File: src/design/ribi_pkg.sv
package ribi_pkg;

   // Ring size is set by CAPACITY; the slot index width is derived from it.
   localparam int CAPACITY = 16;
   localparam int PTR_W    = $clog2(CAPACITY);
   localparam int CNT_W    = 5;
   localparam int DATA_W   = 8;
   localparam int STATUS_W = 2;

   localparam logic FUNC_INSERT = 1'b0;
   localparam logic FUNC_REMOVE = 1'b1;

   localparam logic [STATUS_W-1:0] STATUS_OK    = 2'd0;
   localparam logic [STATUS_W-1:0] STATUS_FULL  = 2'd1;
   localparam logic [STATUS_W-1:0] STATUS_EMPTY = 2'd2;
   localparam logic [STATUS_W-1:0] STATUS_RANGE = 2'd3;

   localparam logic [CNT_W-1:0] STEP_UP  = CNT_W'(1);
   localparam logic [CNT_W-1:0] STEP_DN  = CNT_W'(CAPACITY - 1);
   localparam logic [CNT_W-1:0] CNT_FULL = CNT_W'(CAPACITY);

   typedef struct packed {
      logic              rd_en;
      logic [PTR_W-1:0]  rd_addr;
      logic              wr_en;
      logic [PTR_W-1:0]  wr_addr;
      logic [DATA_W-1:0] wr_data;
   } mem_req_type;

   // Slot address plus an offset of at most CAPACITY, wrapped round the ring.
   function automatic logic [PTR_W-1:0] ptr_add(input logic [PTR_W-1:0] p,
                                                input logic [CNT_W-1:0] n);
      logic [CNT_W:0] s;
      s = (CNT_W+1)'(p) + (CNT_W+1)'(n);
      if (s >= (CNT_W+1)'(CAPACITY)) begin
         s = s - (CNT_W+1)'(CAPACITY);
      end
      return s[PTR_W-1:0];
   endfunction

endpackage

File: src/design/ribi_req_if.sv
interface ribi_req_if;
   logic                          valid;
   logic                          ready;
   logic                          func;
   logic [ribi_pkg::CNT_W-1:0]    index;
   logic [ribi_pkg::DATA_W-1:0]   value;

   modport source (output valid, func, index, value, input ready);
   modport sink   (input valid, func, index, value, output ready);
endinterface

File: src/design/ribi_rsp_if.sv
interface ribi_rsp_if;
   logic                          valid;
   logic                          ready;
   logic [ribi_pkg::DATA_W-1:0]   removed_value;
   logic [ribi_pkg::STATUS_W-1:0] status;
   logic [ribi_pkg::CNT_W-1:0]    count_after;

   modport source (output valid, removed_value, status, count_after, input ready);
   modport sink   (input valid, removed_value, status, count_after, output ready);
endinterface

File: src/design/ring_buffer_indexed_insert_remove_top.sv
// Ring of CAPACITY bytes with insert and remove at a logical index.
// req_chan carries one request: func (insert or remove), index counted from
// the head, and the byte to insert. rsp_chan returns exactly one response per
// request: the removed byte (zero unless a remove succeeded), a status (ok,
// full, empty, index out of range) and the element count afterwards.
// Both channels use valid/ready; a request is taken when both are high.
// The block works on one request at a time. A request moves m slots. The
// side to shift is picked by comparing the index with half the number of
// bytes that stay in the ring, so m is at most CAPACITY/2. The slot store has
// one read and one write port with a registered read: one slot moves per
// cycle, and the last write drains after the final read. Failed requests
// touch nothing. The input is ready again in the same cycle as a response
// appears. The response sits in an output register; the next request is
// accepted while it waits, and that request's response is held back until
// the receiver takes the earlier one. Reset clears head and count at once;
// slot contents are not cleared and are never read before being written.
module ring_buffer_indexed_insert_remove_top (
   input logic        clock,
   input logic        reset,
   ribi_req_if.sink   req_chan,
   ribi_rsp_if.source rsp_chan
);

   ribi_pkg::mem_req_type       mem_req;
   logic [ribi_pkg::DATA_W-1:0] rd_data;

   ribi_ctrl u_ctrl (
      .clock    (clock),
      .reset    (reset),
      .req_chan (req_chan),
      .rsp_chan (rsp_chan),
      .mem_req  (mem_req),
      .rd_data  (rd_data)
   );

   ribi_mem u_mem (
      .clock   (clock),
      .mem_req (mem_req),
      .rd_data (rd_data)
   );

endmodule

File: src/design/ribi_mem.sv
module ribi_mem (
   input  logic                        clock,
   input  ribi_pkg::mem_req_type       mem_req,
   output logic [ribi_pkg::DATA_W-1:0] rd_data
);

   logic [ribi_pkg::DATA_W-1:0] slot_mem [ribi_pkg::CAPACITY];
   logic [ribi_pkg::DATA_W-1:0] rd_data_ff;

   // Read-first: a read returns the entry as it stood before this cycle's write.
   always_ff @(posedge clock) begin
      if (mem_req.wr_en) begin
         slot_mem[mem_req.wr_addr] <= mem_req.wr_data;
      end
      if (mem_req.rd_en) begin
         rd_data_ff <= slot_mem[mem_req.rd_addr];
      end
   end

   assign rd_data = rd_data_ff;

endmodule

File: src/design/ribi_ctrl.sv
module ribi_ctrl (
   input  logic                        clock,
   input  logic                        reset,
   ribi_req_if.sink                    req_chan,
   ribi_rsp_if.source                  rsp_chan,
   output ribi_pkg::mem_req_type       mem_req,
   input  logic [ribi_pkg::DATA_W-1:0] rd_data
);

   localparam int PTR_W    = ribi_pkg::PTR_W;
   localparam int CNT_W    = ribi_pkg::CNT_W;
   localparam int DATA_W   = ribi_pkg::DATA_W;
   localparam int STATUS_W = ribi_pkg::STATUS_W;

   localparam logic [1:0] ST_IDLE  = 2'd0;
   localparam logic [1:0] ST_MOVE  = 2'd1;
   localparam logic [1:0] ST_FINAL = 2'd2;
   localparam logic [1:0] ST_OUT   = 2'd3;

   logic [1:0]          state_ff,     state_in;
   logic [PTR_W-1:0]    head_ff,      head_in;
   logic [CNT_W-1:0]    count_ff,     count_in;
   logic [PTR_W-1:0]    rd_ptr_ff,    rd_ptr_in;
   logic [CNT_W-1:0]    rd_left_ff,   rd_left_in;
   logic                dir_dn_ff,    dir_dn_in;
   logic                pend_ff,      pend_in;
   logic [PTR_W-1:0]    pend_addr_ff, pend_addr_in;
   logic                cap_ff,       cap_in;
   logic                fin_wr_ff,    fin_wr_in;
   logic [PTR_W-1:0]    fin_addr_ff,  fin_addr_in;
   logic [DATA_W-1:0]   value_ff,     value_in;
   logic [DATA_W-1:0]   removed_ff,   removed_in;
   logic [STATUS_W-1:0] status_ff,    status_in;
   logic                rsp_valid_ff, rsp_valid_in;
   logic [DATA_W-1:0]   rsp_rm_ff,    rsp_rm_in;
   logic [STATUS_W-1:0] rsp_st_ff,    rsp_st_in;
   logic [CNT_W-1:0]    rsp_cnt_ff,   rsp_cnt_in;

   logic [CNT_W-1:0]    idx;
   logic [CNT_W-1:0]    cnt_m1;
   logic [PTR_W-1:0]    head_idx;
   logic [PTR_W-1:0]    head_dn;
   logic                rsp_free;

   assign idx      = req_chan.index;
   assign cnt_m1   = count_ff - ribi_pkg::STEP_UP;
   assign head_idx = ribi_pkg::ptr_add(head_ff, idx);
   assign head_dn  = ribi_pkg::ptr_add(head_ff, ribi_pkg::STEP_DN);
   assign rsp_free = !rsp_valid_ff || rsp_chan.ready;

   assign req_chan.ready         = (state_ff == ST_IDLE);
   assign rsp_chan.valid         = rsp_valid_ff;
   assign rsp_chan.removed_value = rsp_rm_ff;
   assign rsp_chan.status        = rsp_st_ff;
   assign rsp_chan.count_after   = rsp_cnt_ff;

   always_comb begin
      state_in     = state_ff;
      head_in      = head_ff;
      count_in     = count_ff;
      rd_ptr_in    = rd_ptr_ff;
      rd_left_in   = rd_left_ff;
      dir_dn_in    = dir_dn_ff;
      pend_in      = pend_ff;
      pend_addr_in = pend_addr_ff;
      cap_in       = cap_ff;
      fin_wr_in    = fin_wr_ff;
      fin_addr_in  = fin_addr_ff;
      value_in     = value_ff;
      removed_in   = removed_ff;
      status_in    = status_ff;
      rsp_valid_in = rsp_valid_ff && !rsp_chan.ready;
      rsp_rm_in    = rsp_rm_ff;
      rsp_st_in    = rsp_st_ff;
      rsp_cnt_in   = rsp_cnt_ff;
      mem_req      = '0;

      unique case (state_ff)
         ST_IDLE: begin
            if (req_chan.valid) begin
               removed_in = '0;
               value_in   = req_chan.value;
               fin_wr_in  = 1'b0;
               cap_in     = 1'b0;
               pend_in    = 1'b0;
               rd_left_in = '0;
               status_in  = ribi_pkg::STATUS_OK;
               state_in   = ST_MOVE;
               if (req_chan.func == ribi_pkg::FUNC_INSERT) begin
                  if (count_ff == ribi_pkg::CNT_FULL) begin
                     status_in = ribi_pkg::STATUS_FULL;
                     state_in  = ST_OUT;
                  end else if (idx > count_ff) begin
                     status_in = ribi_pkg::STATUS_RANGE;
                     state_in  = ST_OUT;
                  end else if (idx >= (count_ff >> 1)) begin
                     // Back side moves up by one slot, starting from the tail.
                     rd_ptr_in   = ribi_pkg::ptr_add(ribi_pkg::ptr_add(head_ff, count_ff),
                                                     ribi_pkg::STEP_DN);
                     rd_left_in  = count_ff - idx;
                     dir_dn_in   = 1'b1;
                     fin_wr_in   = 1'b1;
                     fin_addr_in = head_idx;
                     count_in    = count_ff + ribi_pkg::STEP_UP;
                  end else begin
                     // Front side moves down into the slot before the old head.
                     rd_ptr_in   = head_ff;
                     rd_left_in  = idx;
                     dir_dn_in   = 1'b0;
                     fin_wr_in   = 1'b1;
                     fin_addr_in = ribi_pkg::ptr_add(head_dn, idx);
                     head_in     = head_dn;
                     count_in    = count_ff + ribi_pkg::STEP_UP;
                  end
               end else begin
                  if (count_ff == '0) begin
                     status_in = ribi_pkg::STATUS_EMPTY;
                     state_in  = ST_OUT;
                  end else if (idx >= count_ff) begin
                     status_in = ribi_pkg::STATUS_RANGE;
                     state_in  = ST_OUT;
                  end else begin
                     mem_req.rd_en   = 1'b1;
                     mem_req.rd_addr = head_idx;
                     cap_in          = 1'b1;
                     count_in        = cnt_m1;
                     if (idx >= (cnt_m1 >> 1)) begin
                        rd_ptr_in  = ribi_pkg::ptr_add(head_idx, ribi_pkg::STEP_UP);
                        rd_left_in = cnt_m1 - idx;
                        dir_dn_in  = 1'b0;
                     end else begin
                        rd_ptr_in  = ribi_pkg::ptr_add(head_idx, ribi_pkg::STEP_DN);
                        rd_left_in = idx;
                        dir_dn_in  = 1'b1;
                        head_in    = ribi_pkg::ptr_add(head_ff, ribi_pkg::STEP_UP);
                     end
                  end
               end
            end
         end

         ST_MOVE: begin
            // Each cycle writes the byte read in the previous one and issues the
            // next read, so one slot moves per cycle.
            if (pend_ff) begin
               mem_req.wr_en   = 1'b1;
               mem_req.wr_addr = pend_addr_ff;
               mem_req.wr_data = rd_data;
            end
            if (cap_ff) begin
               removed_in = rd_data;
               cap_in     = 1'b0;
            end
            if (rd_left_ff != '0) begin
               mem_req.rd_en   = 1'b1;
               mem_req.rd_addr = rd_ptr_ff;
               pend_in         = 1'b1;
               rd_left_in      = rd_left_ff - ribi_pkg::STEP_UP;
               if (dir_dn_ff) begin
                  pend_addr_in = ribi_pkg::ptr_add(rd_ptr_ff, ribi_pkg::STEP_UP);
                  rd_ptr_in    = ribi_pkg::ptr_add(rd_ptr_ff, ribi_pkg::STEP_DN);
               end else begin
                  pend_addr_in = ribi_pkg::ptr_add(rd_ptr_ff, ribi_pkg::STEP_DN);
                  rd_ptr_in    = ribi_pkg::ptr_add(rd_ptr_ff, ribi_pkg::STEP_UP);
               end
            end else begin
               pend_in = 1'b0;
               if (!pend_ff) begin
                  state_in = ST_FINAL;
               end
            end
         end

         ST_FINAL: begin
            if (fin_wr_ff) begin
               mem_req.wr_en   = 1'b1;
               mem_req.wr_addr = fin_addr_ff;
               mem_req.wr_data = value_ff;
            end
            state_in = ST_OUT;
         end

         ST_OUT: begin
            if (rsp_free) begin
               rsp_valid_in = 1'b1;
               rsp_rm_in    = removed_ff;
               rsp_st_in    = status_ff;
               rsp_cnt_in   = count_ff;
               state_in     = ST_IDLE;
            end
         end

         default: begin
            state_in = ST_IDLE;
         end
      endcase
   end

   always_ff @(posedge clock) begin
      if (reset) begin
         state_ff     <= ST_IDLE;
         head_ff      <= '0;
         count_ff     <= '0;
         rd_left_ff   <= '0;
         pend_ff      <= 1'b0;
         cap_ff       <= 1'b0;
         fin_wr_ff    <= 1'b0;
         rsp_valid_ff <= 1'b0;
      end else begin
         state_ff     <= state_in;
         head_ff      <= head_in;
         count_ff     <= count_in;
         rd_left_ff   <= rd_left_in;
         pend_ff      <= pend_in;
         cap_ff       <= cap_in;
         fin_wr_ff    <= fin_wr_in;
         rsp_valid_ff <= rsp_valid_in;
      end
   end

   always_ff @(posedge clock) begin
      rd_ptr_ff    <= rd_ptr_in;
      dir_dn_ff    <= dir_dn_in;
      pend_addr_ff <= pend_addr_in;
      fin_addr_ff  <= fin_addr_in;
      value_ff     <= value_in;
      removed_ff   <= removed_in;
      status_ff    <= status_in;
      rsp_rm_ff    <= rsp_rm_in;
      rsp_st_ff    <= rsp_st_in;
      rsp_cnt_ff   <= rsp_cnt_in;
   end

   a_count_bound: assert property (@(posedge clock) disable iff (reset)
      count_ff <= ribi_pkg::CNT_FULL)
      else $error("element count exceeds the ring capacity");

   a_short_side: assert property (@(posedge clock) disable iff (reset)
      rd_left_ff <= CNT_W'(ribi_pkg::CAPACITY / 2))
      else $error("shift longer than half the ring: wrong side chosen");

   a_no_rw_clash: assert property (@(posedge clock) disable iff (reset)
      mem_req.wr_en && mem_req.rd_en |-> mem_req.wr_addr != mem_req.rd_addr)
      else $error("slot read and written in the same cycle");

   a_count_steady: assert property (@(posedge clock) disable iff (reset)
      state_ff == ST_MOVE |=> $stable(count_ff) && $stable(head_ff))
      else $error("head or count changed while slots were moving");

   a_idle_clean: assert property (@(posedge clock) disable iff (reset)
      state_ff == ST_IDLE |-> !pend_ff && !cap_ff)
      else $error("move left pending on return to idle");

endmodule

File: src/flat_wrapper.sv
// flat-port wrapper written by rule: the top's interface ports become plain ports
module ring_buffer_indexed_insert_remove_top_flat 
  (clock, reset, req_chan_valid, req_chan_func, req_chan_index, req_chan_value, req_chan_ready, rsp_chan_valid, rsp_chan_removed_value, rsp_chan_status, rsp_chan_count_after, rsp_chan_ready);
  ribi_req_if req_chan_i ();
  ribi_rsp_if rsp_chan_i ();
  input logic clock;
  input logic reset;
  input wire logic [$bits(req_chan_i.valid)-1:0] req_chan_valid;
  input wire logic [$bits(req_chan_i.func)-1:0] req_chan_func;
  input wire logic [$bits(req_chan_i.index)-1:0] req_chan_index;
  input wire logic [$bits(req_chan_i.value)-1:0] req_chan_value;
  output wire logic [$bits(req_chan_i.ready)-1:0] req_chan_ready;
  output wire logic [$bits(rsp_chan_i.valid)-1:0] rsp_chan_valid;
  output wire logic [$bits(rsp_chan_i.removed_value)-1:0] rsp_chan_removed_value;
  output wire logic [$bits(rsp_chan_i.status)-1:0] rsp_chan_status;
  output wire logic [$bits(rsp_chan_i.count_after)-1:0] rsp_chan_count_after;
  input wire logic [$bits(rsp_chan_i.ready)-1:0] rsp_chan_ready;
  assign req_chan_i.valid = req_chan_valid;
  assign req_chan_i.func = req_chan_func;
  assign req_chan_i.index = req_chan_index;
  assign req_chan_i.value = req_chan_value;
  assign req_chan_ready = req_chan_i.ready;
  assign rsp_chan_valid = rsp_chan_i.valid;
  assign rsp_chan_removed_value = rsp_chan_i.removed_value;
  assign rsp_chan_status = rsp_chan_i.status;
  assign rsp_chan_count_after = rsp_chan_i.count_after;
  assign rsp_chan_i.ready = rsp_chan_ready;
  ring_buffer_indexed_insert_remove_top u_core (.clock(clock), .reset(reset), .req_chan(req_chan_i), .rsp_chan(rsp_chan_i));
endmodule
File: config.mk
export PLATFORM = sky130hd
export DESIGN_NAME = ring_buffer_indexed_insert_remove_top_flat
export DESIGN_NICKNAME = d
export VERILOG_FILES = /design/src/design/ribi_pkg.sv /design/src/design/ribi_req_if.sv /design/src/design/ribi_rsp_if.sv /design/src/design/ring_buffer_indexed_insert_remove_top.sv /design/src/design/ribi_mem.sv /design/src/design/ribi_ctrl.sv /design/src/flat_wrapper.sv
export SDC_FILE = /design/constraint.sdc
export NUM_CORES = 1
export LEC_CHECK = 0
export BUFFER_PORTS_ARGS = -buffer_cell sky130_fd_sc_hd__buf_2
export CAP_MARGIN = 30
export CORE_ASPECT_RATIO = 1.25
export CORE_MARGIN = 5
export CORE_UTILIZATION = 35
export CTS_CLUSTER_SIZE = 40
export DETAILED_ROUTE_END_ITERATION = 8
export PLACE_DENSITY = 0.48
export RECOVER_POWER = 100
export SKIP_LAST_GASP = 1
export SYNTH_ARGS = -nofsm -noshare
export SYNTH_HDL_FRONTEND = slang
export SYNTH_HIERARCHICAL = 1
export SYNTH_SLANG_ARGS = --single-unit
File: constraint.sdc
create_clock -name clock -period 5.1 [get_ports clock]
set_clock_uncertainty 0.2 [all_clocks]
set_input_delay 0.255 -clock clock [delete_from_list [all_inputs] [get_ports clock]]
set_output_delay 0.255 -clock clock [all_outputs]
set_load 0.02 [all_outputs]
* Word level (Yosys, flattened, before mapping) *
Memory sizes are Yosys's and may differ from the RTL's. A register that Yosys moved wholly into a read port is not among the register bits.
Cells that the tools add are included.

word-level totals
  register bits = 66
  RAM bits = 128
  output and inout port bits = 17
  memories = 1

memories
  memory                 depth  bits a word  rd ports  clocked after memory_dff  wr ports  line           text
  u_core.u_mem.slot_mem  16     8            1         1                         1         ribi_mem.sv:7  logic [ribi_pkg::DATA_W-1:0] slot_mem [ribi_pkg::CAPACITY];

operators by class
  add/subtract/negate cells = 25
  order comparisons = 14
  equality and inequality tests = 20
  multiplexer cells = 100
  bitwise gates (word level) = 3
  reduce and logical (&&, ||, !) cells = 19

operator list
  cell                                                                                 count
  4-bit 2-to-1 mux                                                                     35
  5-bit 2-to-1 mux                                                                     19
  4-bit by 1-bit subtractor with 4-bit output, second input constant                   10
  5-bit greater-or-equal comparator, second input constant                             7
  2-bit 2-to-1 mux                                                                     14
  13-bit 2-to-1 mux                                                                    2
  13-bit one-hot mux with 2 select lines                                               1
  2-bit inequality test, second input constant                                         12
  4-bit by 4-bit adder with 5-bit output, second input constant                        4
  1-bit 2-to-1 mux                                                                     20
  5-bit one-hot mux with 2 select lines                                                2
  4-bit by 5-bit adder with 6-bit output                                               3
  6-bit by 5-bit greater-or-equal comparator with 1-bit output, second input constant  3
  8-bit 2-to-1 mux                                                                     2
  8-bit one-hot mux with 2 select lines                                                1
  4-bit by 1-bit adder with 5-bit output, second input constant                        3
  3-bit inequality test, second input constant                                         4
  5-bit by 4-bit greater-or-equal comparator with 1-bit output                         2
  5-bit by 1-bit subtractor with 5-bit output, second input constant                   2
  5-bit subtractor                                                                     2
  2-bit one-hot mux with 4 select lines                                                1
  4-bit one-hot mux with 2 select lines                                                1
  2-bit AND reduction                                                                  4
  8-bit AND reduction                                                                  1
  20 further kinds                                                                     26

* Depth between registers and ports, before layout *
Gate-level depths: netlist of the first run.

  depth after elaboration = 18
  mapped depth = 15
  depth with buffers taken out = 15

* Cells and area by module *
Netlist of the first run, hierarchy kept.

by module, submodules not included
  module     instances  cells an instance  area each (µm²)
  ribi_mem   1          229                5227.5
  ribi_ctrl  1          452                4596.9

* Least setup slack after synthesis of the first run *
No wires, ideal clock.

  path type = reg-to-reg
  start point = reg u_core.u_ctrl.count_ff[1]
  end point = reg u_core.u_ctrl.rd_ptr_ff[3], data pin
  arrival = 3005 ps
  slack = 1621 ps
  cell stages (with the launch flop) = 16
  buffers on the path = 0
  period minus slack after synthesis = 3479 ps
  cells stage by stage = dfxtp_1 > inv_1 > ha_1 > inv_1 > ha_1 > nand2b_1 > a21oi_1 > maj3_2 > o21ai_2 > inv_1 > ha_1 > a21o_1 > a21oi_1 > xnor2_1 > xnor2_1 > o311ai_2

between the ends
  word-level cells in the longest chain between the ends = 18
  elaborated cells between the ends (all ways) = 26
  classes of those cells = add/sub: 5; order compare: 4; mux: 17

ends and longest elaborated chain
  what                                                                                                                         line                            text
  start, declared                                                                                                              ribi_ctrl.sv:22                 logic [CNT_W-1:0] count_ff, count_in;
  start signal, assigned                                                                                                       ribi_ctrl.sv:212                count_ff <= count_in;
  4-bit by 5-bit adder with 6-bit output                                                                                       ribi_pkg.sv:34                  s = (CNT_W+1)'(p) + (CNT_W+1)'(n);
  6-bit by 5-bit greater-or-equal comparator with 1-bit output or 4-bit by 1-bit subtractor with 4-bit output (tied branches)  ribi_pkg.sv:35, ribi_pkg.sv:36
  4-bit 2-to-1 mux                                                                                                             ribi_pkg.sv:35                  if (s >= (CNT_W+1)'(CAPACITY)) begin
  4-bit 2-to-1 mux                                                                                                             ribi_ctrl.sv:96                 end else if (idx >= (count_ff >> 1)) begin
  4-bit 2-to-1 mux                                                                                                             ribi_ctrl.sv:93                 end else if (idx > count_ff) begin
  4-bit 2-to-1 mux                                                                                                             ribi_ctrl.sv:90                 if (count_ff == ribi_pkg::CNT_FULL) begin
  4-bit 2-to-1 mux                                                                                                             ribi_ctrl.sv:89                 if (req_chan.func == ribi_pkg::FUNC_INSERT) begin
  4-bit 2-to-1 mux                                                                                                             ribi_ctrl.sv:80                 if (req_chan.valid) begin
  (+3 left out)                                                                                                                --
  4-bit 2-to-1 mux                                                                                                             ribi_pkg.sv:35
  4-bit 2-to-1 mux                                                                                                             ribi_ctrl.sv:96
  4-bit 2-to-1 mux                                                                                                             ribi_ctrl.sv:93
  4-bit 2-to-1 mux                                                                                                             ribi_ctrl.sv:90
  4-bit 2-to-1 mux *                                                                                                           ribi_ctrl.sv:89
  4-bit 2-to-1 mux *                                                                                                           ribi_ctrl.sv:80
  4-bit one-hot mux with 2 select lines *                                                                                      ribi_ctrl.sv:78                 unique case (state_ff)
  net u_core.u_ctrl.rd_ptr_in[3]                                                                                               ribi_ctrl.sv:23                 logic [PTR_W-1:0] rd_ptr_ff, rd_ptr_in;
  end signal, assigned                                                                                                         ribi_ctrl.sv:222                rd_ptr_ff <= rd_ptr_in;
  end, declared                                                                                                                ribi_ctrl.sv:23

Mark *: on every way through the listed nets, which the timed path passes. The rest lies on a longest branch. The select of a mux whose other input is x is not followed.
A chain may end at the register's enable or synchronous reset.

* Worst setup path in the final report of the first run *
Ends and elaborated chain as after synthesis.

==> flow_summary.ini, run 1 <==
[power_and_ir_drop]
report.power.total_uw = 4340
p_per_area_nw_per_um2 = 390
p_leak_uw = 0.00340
peakVddDrop_uv = 191

[global_routing]
grt_max_degree = 35
globalRouteOverflowTotal = 0
antenna_found_initial = 0
grt_pass1_wl_um = 37800
grt_use_total_pct = 15.4
grt_pass1_vias = 6333

[clocking]
cts_tree = built
post_cts_buffers = 0
htreeDepth = 1
path_clk_slew_ps = 70
cts-buffers-inserted = 22
root_buffer = clkbuf_16
clk_latency_ps = 520
hold_buffers = 12
clockBufferDepth = 3
post_cts_resized = 0
cts_sinks = 202

[min_path]
min_from = req_chan_index[3]
hp-class = input port to flip-flop
min_path_cells = 4
holdPathEnd = u_core/u_ctrl/rd_left_ff[3]

[cells_and_area]
fin_util_pct = 40.2
final_area_um2 = 11100
mostFrequentLayoutCells = edfxtp_1, nor2_1, ha_1
drive_gt1_share_pct = 11.8
area_delta_synth_final_pct = 13.2
layout.nets = 809
antenna_cells = 0
final_common_cell = edfxtp_1

[synthesis]
synth-main-ff-cell = edfxtp_1
yosysSeqAreaShare_pct = 59.7
synth.avg_cell_area_um2 = 14.4
yosys_warnings = 6
syn-num-nets = 744
ys_async_sr_fraction_pct = 0
synthCells = 681
synth_area_um2 = 9820
ys_ff_latch = 202
ys_types = 75
synth_edf_count = 182

[critical_path]
r2r_slack_ps = 680
rr_worst_depth = 15
slowest_stage = dfxtp_1
path_max_fanout = 11
path_class = flip-flop to flip-flop
critPathLaunchType = flip-flop
startpoint = u_core/u_ctrl/count_ff[1]
worstPathArrival_ps = 4480
crit_chain = inv_1, ha_1, inv_1, ha_1, nand2b_1, a21oi_1, maj3_1, o21ai_2, inv_1, ha_1, a21o_1, a21oi_1, xnor2_1, xnor2_1, o311ai_2
endpoint_kind = flip-flop
max_stage_delay_ps = 570
critPathRequiredTime_ps = 5160
rr_endpoint = u_core/u_ctrl/rd_ptr_ff[3]
worstReg2RegStart = u_core/u_ctrl/count_ff[1]

[run]
max_cap_violations = 0

[sta]
finalHoldViolations = 0
timing.fmax_mhz = 226
min_period_over_period_pct = 86.7
final_max_slew_viol_count = 0
rsz0062_at_grt = no
setup_viol = 0
finalSetupTns_ps = 0
worstMarginPinSlew_ps = 1430
slew_headroom_pct = 3.36
min_period_ps = 4420

[detailed_routing]
via_count = 5876
drc = 0
drt_first_pass_iters = 6
totalWireLength_um = 24100
drt-initial-drc-count = 321
wl_per_cell_um = 21.7
via_per_inst = 5.29
ant_nets = 0

[floorplanning]
dieArea_um2 = 31500
die_w_um = 160
rows = 68
die_h_um = 197
start_util_pct = 35.5
fp.coreArea_um2 = 27700
ioPinCount = 35

[placed_design]
hpwl_um = 16800
gp_congestion = 0.843
placed_area_um2 = 10400
port_buffers = 34

[outcome]
status = completed
final cells by class:
type                       instances  area (um2)
clock buffer                      22         551
tap                              350         438
fill                            2533       16500
clock inverter                    17         151
inverter                          39         146
timing repair buffer              70         389
sequential                       202        5870
multi-input combinational        411        3580
state kept, by name, indices dropped and copies added, names as in the netlist, 4 cells and up:
register / count
u_core/u_ctrl/pend_addr_ff: 4
u_core/u_ctrl/rsp_chan.removed_value: 8
u_core/u_ctrl/fin_addr_ff: 4
u_core/u_ctrl/head_ff: 4
u_core/u_ctrl/removed_ff: 8
u_core/u_mem/slot_mem: 128
u_core/u_ctrl/value_ff: 8
u_core/u_ctrl/rsp_chan.count_after: 5
u_core/u_ctrl/count_ff: 5
u_core/u_ctrl/rd_ptr_ff: 4
u_core/u_mem/rd_data: 8
u_core/u_ctrl/rd_left_ff: 5
kinds of logic after synthesis:
logic type,after synthesis,share of synthesized area (%)
muxes,47,9.56
DFF,202,59.7
adders and majority gates,46,6.30
xor gates and xnor gates,31,2.98
and+or+nand+nor,155,8.15
AOI/OAI and AO/OA,132,9.65
buffers and inverters,68,3.64
power breakdown:
part	switching, uW	total (uW)	internal, uW
Combinational	492	778	286
Clock	660	1550	893
Sequential	58.6	2010	1950
synthesized netlist by cell type (2+ instances only):
cell / instances / share of area [%]
xnor2_1: 21 / 1.9
buf_2: 4 / 0.20
a22oi_1: 32 / 2.4
o32ai_1: 2 / 0.18
inv_1: 38 / 1.5
o21ai_2: 2 / 0.18
mux2i_1: 8 / 0.82
nor2b_1: 19 / 1.2
xor2_1: 8 / 0.71
nor4_1: 2 / 0.13
and3_1: 2 / 0.13
or2_2: 2 / 0.13
and2b_1: 2 / 0.15
a21o_1: 9 / 0.69
o211ai_1: 2 / 0.15
mux4_2: 18 / 4.1
nand3b_1: 2 / 0.15
buf_6: 10 / 1.1
or3_1: 4 / 0.25
fa_1: 6 / 1.2
mux4_1: 14 / 3.7
o21ai_1: 2 / 0.10
clkdlybuf4s25_2: 3 / 0.31
nor2_1: 42 / 1.6
nor3_1: 9 / 0.46
a2111oi_0: 2 / 0.18
o21ai_0: 16 / 0.82
dfxtp_1: 20 / 4.1
nand3_1: 5 / 0.25
a21oi_1: 32 / 1.6
and2_1: 12 / 0.76
mux2_4: 2 / 0.31
o31a_1: 2 / 0.18
ha_1: 39 / 5.0
a211oi_1: 8 / 0.61
a21boi_0: 2 / 0.15
edfxtp_1: 182 / 56
nand2_1: 34 / 1.3
mux2_2: 4 / 0.46
nand2b_1: 10 / 0.64
a31oi_1: 2 / 0.13
clkbuf_1: 11 / 0.42
a311oi_1: 3 / 0.27
worst max-delay path, delay by kind of cell, from the launching register on:
kind,cells,cell delay [ps]
buf+inv,3,560
simple gates,1,100
fa+ha+maj,4,1390
flops,1,570
compound gates,5,1050
xor+xnor,2,310
worst max path at each step:
stage / slack (ps) / cells after the start / endpoint
after floorplan: 1620 / 15 / u_core/u_ctrl/rd_ptr_ff[3]
after global placement: 680 / 14 / u_core/u_ctrl/rd_ptr_ff[3]
after CTS: 620 / 14 / u_core/u_ctrl/rd_ptr_ff[3]
final: 680 / 15 / u_core/u_ctrl/rd_ptr_ff[3]
after detailed placement: 610 / 14 / u_core/u_ctrl/rd_ptr_ff[3]
after global routing: 310 / 15 / u_core/u_ctrl/rd_ptr_ff[3]
layer usage:
metal  wire, um  global-route usage, %  vias to the layer above
met4        802                   5.32                        0
met1       9700                   18.1                     2983
met2      12900                   29.0                      111
met5          0                      0                        -
met3        749                   2.21                       52
li1           -                      -                     2730
per-stage QoR:
stage               setup slack [ps]  cells  hold WS (ps)
floorplan                       1620    681           154
global route                     307   1111          62.9
detailed placement               608   1058           206
global placement                 675   1054           210
CTS                              624   1109          32.9
finish                           678   1111          60.7
Note: power is estimated with default switching activity, not from simulation.
==> run 2: changes to the inputs <==
==> constraint.sdc (replaced) <==
create_clock -name clock -period 5.25 [get_ports clock]
set_clock_uncertainty 0.2 [all_clocks]
set_input_delay 0.2625 -clock clock [delete_from_list [all_inputs] [get_ports clock]]
set_output_delay 0.2625 -clock clock [all_outputs]
set_load 0.02 [all_outputs]
==> run 2 against run 1 <==
Against the previous run: register-to-register slack improved by 30 ps; critical path depth unchanged; total power about the same; via count decreased by 1.0%; sequential cell count unchanged; worst hold slack got worse by 33 ps.
==> flow_summary.ini, run 2 (synthesis results as in run 1) <==
[outcome]
status = completed

[critical_path]
r2r_slack_ps = 710
worstReg2RegStart = u_core/u_ctrl/count_ff[1]
critPathLaunchType = flip-flop
critPathRequiredTime_ps = 5350
endpoint_kind = flip-flop
path_max_fanout = 11
rr_endpoint = u_core/u_ctrl/rd_ptr_ff[3]
rr_worst_depth = 15
path_class = flip-flop to flip-flop
worstPathArrival_ps = 4640

[power_and_ir_drop]
pwr-share-comb_pct = 17.0
seqPwrFrac_pct = 44.9
pwr-share-clk_pct = 38.1
p_sw_uw = 1160
internal_power_uw = 3180
swShare_pct = 26.7
peakVddDrop_uv = 234
p_leak_uw = 0.00341
p_per_area_nw_per_um2 = 390

[cells_and_area]
multi_input_area_um2 = 3560
regArea_um2 = 5870
layout.nets = 805
final_common_cell = edfxtp_1
antenna_cells = 0
mostFrequentLayoutCells = edfxtp_1, nor2_1, ha_1
drive_gt1_share_pct = 11.7
area_delta_synth_final_pct = 13.4
fillers = 2588
top_register = u_core/u_mem/slot_mem
final_area_um2 = 11100
largest_reg_flops = 128

[min_path]
hp-class = input port to flip-flop
min_path_cells = 2
min_from = reset
holdPathEnd = u_core/u_ctrl/fin_wr_ff

[detailed_routing]
drt-initial-drc-count = 306
wl_per_cell_um = 21.2
via_per_inst = 5.25
via_count = 5817
drc = 0
ant_nets = 0
totalWireLength_um = 23500
drt_first_pass_iters = 5

[sta]
setup_viol = 0
slew_headroom_pct = 1.95
finalSetupTns_ps = 0
timing.fmax_mhz = 220
rsz0062_at_grt = no
finalHoldViolations = 0
min_period_over_period_pct = 86.5
worstMarginPinSlew_ps = 1460
whs_ps = 27.4
setup_ws_ps = 706
final_max_slew_viol_count = 0
min_period_ps = 4540

[clocking]
path_clk_slew_ps = 60
cts_sinks = 202
clockBufferDepth = 3
htreeDepth = 1
cts-buffers-inserted = 22
cts_tree = built
root_buffer = clkbuf_16
clk_latency_ps = 520

[global_routing]
grt_max_degree = 35
antenna_found_initial = 0
grt_pass1_wl_um = 36400
globalRouteOverflowTotal = 0
grt_use_total_pct = 14.9
grt_pass1_vias = 6236

[floorplanning]
start_util_pct = 35.5
dieArea_um2 = 31500
ioPinCount = 35
die_w_um = 160
die_h_um = 197
rows = 68
fp.coreArea_um2 = 27700

[placed_design]
hpwl_um = 16600
gp_congestion = 0.832
dp_worst_setup_slack_ps = 804
port_buffers = 34
placed_area_um2 = 10400

[run]
max_cap_violations = 0
run 2: cell count changes in the layout (fill, tap and decap cells not counted), moves of 2 or more:
cell / before / now
bufinv_16: 2 / 5
dlygate4sd3_1: 12 / 9
clkinv_2: 3 / 1
clkinv_4: 2 / 0
run 2: power by group through the flow:
stage | Clock [uW] | Sequential (uW) | Combinational [uW]
floorplan | 0 | 1990 | 537
global placement | 0 | 1980 | 767
detailed placement | 0 | 1990 | 778
global route | 1760 | 1960 | 819
finish | 1650 | 1950 | 737
CTS | 1690 | 1950 | 785
run 2: repair_timing:
| item | 4_1_cts | 5_1_grt |
|---|---|---|
| hold buffers | 9 | 0 |
| gates resized for setup | 0 | 0 |
| hold endpoints to repair | 9 | 0 |
| setup buffers | 0 | 0 |
run 2: how the worst max path moves through the flow:
stage / cells past startpoint / endpoint / start
after floorplan: 15 / u_core/u_ctrl/rd_ptr_ff[3] / u_core/u_ctrl/count_ff[1]
after global placement: 14 / u_core/u_ctrl/rd_ptr_ff[3] / u_core/u_ctrl/count_ff[1]
after detailed placement: 14 / u_core/u_ctrl/rd_ptr_ff[3] / u_core/u_ctrl/count_ff[1]
after CTS: 14 / u_core/u_ctrl/rd_ptr_ff[3] / u_core/u_ctrl/count_ff[1]
after global routing: 15 / u_core/u_ctrl/rd_ptr_ff[3] / u_core/u_ctrl/count_ff[1]
final: 15 / u_core/u_ctrl/rd_ptr_ff[3] / u_core/u_ctrl/count_ff[1]
run 2: per-stage QoR:
stage | utilization (%) | total power (uW) | std cells
after global routing | 40.3 | 4540 | 1108
final | 40.3 | 4340 | 1108
after global placement | 37.6 | 2750 | 1054
after detailed placement | 37.7 | 2760 | 1058
after CTS | 40.8 | 4430 | 1107
after floorplan | - | 2520 | 681
run 2: worst max-delay path, stage by stage (launching register included):
cell	delay [ps]
dfxtp_1	580
inv_1	190
ha_1	390
inv_1	80
ha_1	270
nand2b_1	90
a21oi_1	100
maj3_1	390
o21ai_2	490
inv_1	300
ha_1	370
a21o_1	160
a21oi_1	170
xnor2_1	160
xnor2_1	90
o311ai_0	310
run 2: area by class of cell:
| class | count | share of cell area [%] |
|---|---|---|
| Multi-Input combinational cell | 411 | 32.0 |
| Inverter | 39 | 1.31 |
| Timing Repair Buffer | 66 | 3.20 |
| Clock buffer | 24 | 5.01 |
| Sequential cell | 202 | 52.6 |
| Tap cell | 350 | 3.93 |
| Clock inverter | 16 | 1.94 |
run 2: per-layer routing:
| metal | vias up | track usage [%] | routed length [um] |
|---|---|---|---|
| met5 | - | 0 | 0 |
| met4 | 0 | 4.81 | 677 |
| met2 | 118 | 28.4 | 12800 |
| met1 | 2943 | 17.2 | 9200 |
| met3 | 39 | 1.86 | 790 |
| li1 | 2717 | - | - |
